## src/rtl/apsp_pkg.sv

```systemverilog
// ----------------------------------------------------------------------------
// apsp_pkg
// Types and constants shared by the all-pairs shortest path block.
// ----------------------------------------------------------------------------
`default_nettype none

package apsp_pkg;

  localparam int EDGE_W    = 16;
  localparam int DIST_W    = 24;
  localparam int VC_W      = 6;
  localparam int OP_W      = 3;
  localparam int PIDX_W    = 5;
  localparam int CFG_IDX_W = 1;
  localparam int CFG_W     = 16;

  localparam logic signed [DIST_W-1:0] DIST_MAX = 24'sh7FFFFF;
  localparam logic signed [DIST_W-1:0] DIST_MIN = 24'sh800000;

  localparam logic [VC_W-1:0]          VC_RESET      = 6'd32;
  localparam logic signed [EDGE_W-1:0] NO_EDGE_RESET = 16'sd20;

  localparam logic [CFG_IDX_W-1:0] REG_VERTEX_COUNT   = 1'b0;
  localparam logic [CFG_IDX_W-1:0] REG_NO_EDGE_WEIGHT = 1'b1;

  typedef enum logic [OP_W-1:0] {
    OP_CLEAR     = 3'd0,
    OP_SET_EDGE  = 3'd1,
    OP_RUN       = 3'd2,
    OP_READ_DIST = 3'd3,
    OP_READ_EDGE = 3'd4
  } op_t;

  typedef enum logic [2:0] {
    S_IDLE,
    S_CLEAR,
    S_COPY,
    S_COPY_END,
    S_ROW,
    S_RELAX,
    S_DRAIN
  } state_t;

endpackage

`default_nettype wire

```

## src/rtl/apsp_relax.sv

```systemverilog
// ----------------------------------------------------------------------------
// apsp_relax
// One relaxation: saturating sum of d[i][k] and d[k][j], min against d[i][j].
// ----------------------------------------------------------------------------
`default_nettype none

module apsp_relax (
  input  wire logic signed [apsp_pkg::DIST_W-1:0] dik,
  input  wire logic signed [apsp_pkg::DIST_W-1:0] dkj,
  input  wire logic signed [apsp_pkg::DIST_W-1:0] dij,
  output logic                                    take,
  output logic signed      [apsp_pkg::DIST_W-1:0] new_val
);
  import apsp_pkg::*;

  logic signed [DIST_W:0]   sum;
  logic signed [DIST_W-1:0] cand;

  always_comb begin
    sum = {dik[DIST_W-1], dik} + {dkj[DIST_W-1], dkj};
    // top two bits disagree on overflow
    if (sum[DIST_W:DIST_W-1] == 2'b01) begin
      cand = DIST_MAX;
    end else if (sum[DIST_W:DIST_W-1] == 2'b10) begin
      cand = DIST_MIN;
    end else begin
      cand = sum[DIST_W-1:0];
    end
    take    = cand < dij;
    new_val = take ? cand : dij;
  end

endmodule

`default_nettype wire

```

## config.mk

```make
export PLATFORM = sky130hd
export DESIGN_NAME = apsp_relax
export DESIGN_NICKNAME = d
export VERILOG_FILES = /design/src/rtl/apsp_pkg.sv /design/src/rtl/apsp_relax.sv
export SDC_FILE = /design/constraint.sdc
export NUM_CORES = 1
export LEC_CHECK = 0
export BUFFER_PORTS_ARGS = -buffer_cell sky130_fd_sc_hd__buf_2
export CORE_UTILIZATION = 52
export DETAILED_ROUTE_END_ITERATION = 7
export PLACE_DENSITY = 0.85
export SYNTH_ARGS = -nofsm -noshare
export SYNTH_HDL_FRONTEND = slang
export SYNTH_SLANG_ARGS = --single-unit
```

## constraint.sdc

```tcl
create_clock -name vclk -period 7.3
set_input_delay 0.73 -clock vclk [all_inputs]
set_output_delay 0.73 -clock vclk [all_outputs]
set_load 0.01 [all_outputs]
```

-- After elaboration in Yosys (flattened, before gate mapping)
Cells that the tools add are included.
- muxes and demuxes: 3
- add/subtract/negate cells: 1
- eq/ne operators: 2
- order comparisons: 1
- operators by type and width (operator ; count):
    24-bit two-way mux ; 3
    24-bit by 24-bit adder with 25-bit output ; 1
    24-bit < comparator ; 1
    2-bit by 1-bit == test with 1-bit output (second input constant) ; 1
    2-bit == test (second input constant) ; 1
- register bits after elaboration: 0
- input bits: 72

-- Depth between registers and ports, before layout
- word-level depth: 6
- mapped depth: 23
- gate-level depth less buffers: 21

-- Worst setup path before layout
OpenSTA, ideal clock, no wires.
- kind: input to output
- from: input port dik[10] (netlist name)
- to: output port new_val[14] (netlist name)
- stages on the path: 21
- path slack: 1.653 ns
- arrival time: 4.917 ns
- cell sequence: ha_1 -> a21oi_2 -> o21ai_1 -> a311oi_2 -> o22ai_2 -> nor2_2 -> xnor2_1 -> nor2_1 -> buf_2 -> o31ai_1 -> ha_1 -> nand4_1 -> nor2_1 -> a2111oi_0 -> a32oi_1 -> a31o_2 -> nand3_1 -> o21ai_0 -> a41oi_4 -> buf_8 -> mux2_4
- cells in the longest elaborated chain, start to end: 6
- elaborated cells on any way between the ends: 7
- ends and longest elaborated chain (what ; RTL line ; text):
    from (decl) ; apsp_relax.sv:8 ; input wire logic signed [apsp_pkg::DIST_W-1:0] dik,
    24-bit by 24-bit adder with 25-bit output (*) ; apsp_relax.sv:20 ; sum = {dik[DIST_W-1], dik} + {dkj[DIST_W-1], dkj};
    2-bit == test ; apsp_relax.sv:24 ; end else if (sum[DIST_W:DIST_W-1] == 2'b10) begin
    24-bit two-way mux ; apsp_relax.sv:24 ;
    24-bit two-way mux (*) ; apsp_relax.sv:22 ; if (sum[DIST_W:DIST_W-1] == 2'b01) begin
    24-bit < comparator (*) ; apsp_relax.sv:29 ; take = cand < dij;
    net take ; apsp_relax.sv:11 ; output logic take,
    24-bit two-way mux (*) ; apsp_relax.sv:30 ; new_val = take ? cand : dij;
    to (decl) ; apsp_relax.sv:12 ; output logic signed [apsp_pkg::DIST_W-1:0] new_val
Mark *: on every way through the listed nets, which the timed path passes. The rest lies on a longest branch.

-- Final worst setup path
- from: input port dik[1] (netlist name)
- to: output port new_val[2] (netlist name)
- cells in the longest elaborated chain, start to end: 6
- elaborated cells on any way between the ends: 7
- ends and longest elaborated chain (what ; RTL line):
    24-bit by 24-bit adder with 25-bit output (*) ; apsp_relax.sv:20
    2-bit == test ; apsp_relax.sv:24
    24-bit two-way mux ; apsp_relax.sv:24
    24-bit two-way mux (*) ; apsp_relax.sv:22
    24-bit < comparator ; apsp_relax.sv:29
    24-bit two-way mux (*) ; apsp_relax.sv:30
Every way passes the cells marked *; elsewhere a longest branch is shown, timed or not.

==> results.toml <==
[worst_setup_path]
critPathSlowestCell = "nand2_1"
crit_type = "input port to primary output"
critPathMaxStageDelay_ns = 0.48
crit_end = "new_val[2]"
arrival_ns = 6.05
crit_start = "dik[1]"
worstPathMaxFanout = 24
crit_path_cell_trace = "buf_2, ha_1, a211oi_1, nor3_1, o21ai_1, o22ai_2, nor2_2, xnor2_1, nand2_1, a21oi_1, ha_1, nand4_1, nor2_1, a2111oi_0, a32oi_1, a31o_2, nand3_1, o21ai_0, a41oi_4, buf_4, mux2_2, buf_2"
worstSetupEndpointType = "primary output"
start_kind = "input port"
cp_data_required_time_ns = 6.57

[route]
vias = 2778
vias_per_cell = 5.90
drt_wl_total_um = 6520
ant_nets = 0
drt_iter0_markers = 151
dr.pass1.iters = 8
routedWlPerCell_um = 13.8
drc_errors = 2

[timing]
max-slew-margin-rel_pct = 57.8
setup_tns_ns = 0
fmax_ghz = 0.148
fin_crit_ns = 6.78
slew_viol_final = 0
setup_violations = 0
rsz0062_at_grt = "no"
fin_hold_ws_ns = 1.78
finalCritPeriodShare_pct = 92.9
hold_viol = 0
worst-slew-pin-transition_ns = 0.631

[grt]
antenna_found_initial = 0
grt_pass1_wl_um = 10500
grt_max_degree = 25
overflow = 0
grt_pass1_vias = 2515
grt_util_all_layers_pct = 24.6

[die]
rows = 24
dieWidth_um = 70.9
dieHeight_um = 70.9
die-area_um2 = 5020
core-area_um2 = 4440
start_util_pct = 55.5
io_pins = 97

[layout]
n_antenna_cell = 0
regArea_um2 = 0
clock_buffers = 0
layout_commonest_cell = "buf_2"
finalNetCount = 541
drive_above_1_share_pct = 32.5
layout_common_cells = "buf_2 (97), ha_1 (47), inv_1 (38), o21ai_0 (30), a21oi_1 (29)"
nFlopsAndLatches = 0
syn_to_final_growth_pct = 20.7

[synth]
synth_cells = 327
syn_area_per_cell_um2 = 7.54
synth_area_um2 = 2470
yosys_warnings = 0
yosys-top-cells-area = "ha_1 (24%), mux2_4 (12%), o21ai_0 (6.1%)"
syn_nets = 447
ys_types = 60
yosysTopAreaCell = "ha_1"
synth_top_area_share_pct = 23.8
ys_seq_area_share_pct = 0

[placement]
port_buffers = 97
dp_hpwl_um = 5620
routabilityCongestion = 0.923

[outcome]
outcome = "finished, violations left"
violations = "DRC"

[pwr]
power_density_nw_per_um2 = 170
peakVddDrop_v = 0.0000685
power.leakage_nw = 1.59

[cts]
cts_resized = 0
post_cts_buffers = 0
hold_buffers = 0

[job]
drv_cap = 0

[min_path]
hp-class = "input port to primary output"
## final cells by class
cell class                 count  area (um^2)
timing repair buffer          99          500
multi-input combinational    281         2260
tap                           52         65.1
fill                         385         1470
inverter                      39          146
## Yosys cell counts (5+ instances only)
cell and count:
ha_1 47, inv_1 38, o21ai_0 30, a21oi_1 29, nand2_1 22, mux2_4 19, nor2_1 15, nor3_1 8
xnor2_1 7, nand3_1 6, o21ai_1 6, xor2_1 6, a21o_1 5, o21a_1 5, o31ai_1 5
## metal layers
layer  global-route usage, %  vias to the layer above  wire length (um)
li1                        -                     1394                 -
met1                    32.9                     1292              3070
met2                    45.0                       86              3110
met3                    1.14                        6               294
met4                    2.44                        0                44
met5                       0                        -                 0
## critical path, delay by kind of cell
family / cells / cell delay [ns]
AO/OA/AOI/OAI: 9 / 2.46
XOR/XNOR: 1 / 0.21
adder cells (fa/ha/maj): 2 / 0.61
buffers and inverters: 3 / 0.65
multiplexers: 1 / 0.39
AND/OR/NAND/NOR: 6 / 1.02
## worst min-delay path by stage
stage / start / end / slack, ns / cells past startpoint
floorplan: dij[10] / new_val[10] / 1.60 / 1
global placement: dij[1] / new_val[1] / 1.78 / 3
detailed placement: dij[15] / new_val[15] / 1.79 / 3
CTS: dij[20] / new_val[20] / 1.79 / 3
global route: dij[5] / new_val[5] / 1.79 / 3
finish: dij[20] / new_val[20] / 1.78 / 3
## cell families after synthesis
| group | after synthesis | share of synthesized area [%] |
|---|---|---|
| compound gates | 115 | 31.6 |
| mux | 25 | 14.2 |
| buf+inv | 46 | 8.17 |
| simple gates | 79 | 16.3 |
| xor+xnor | 13 | 4.62 |
| fa+ha+maj | 49 | 25.1 |
## metrics by stage
step / cells / cell area, um^2 / util (%) / worst slack, ns / power [mW]
after global routing: 471 / 2980 / 67.0 / 0.0527 / 0.548
after global placement: 471 / 2980 / 67.0 / 0.813 / 0.488
after floorplan: 327 / 2470 / - / 1.65 / 0.376
final: 471 / 2980 / 67.0 / 0.521 / 0.505
after detailed placement: 471 / 2980 / 67.0 / 0.577 / 0.498
after CTS: 471 / 2980 / 67.0 / 0.552 / 0.501
## where the power goes
group	switching [mW]	internal (mW)
Combinational	0.262	0.243
Sequential	0	0
Clock	0	0
Total	0.262	0.243
Power figures use the tool's default switching activity.
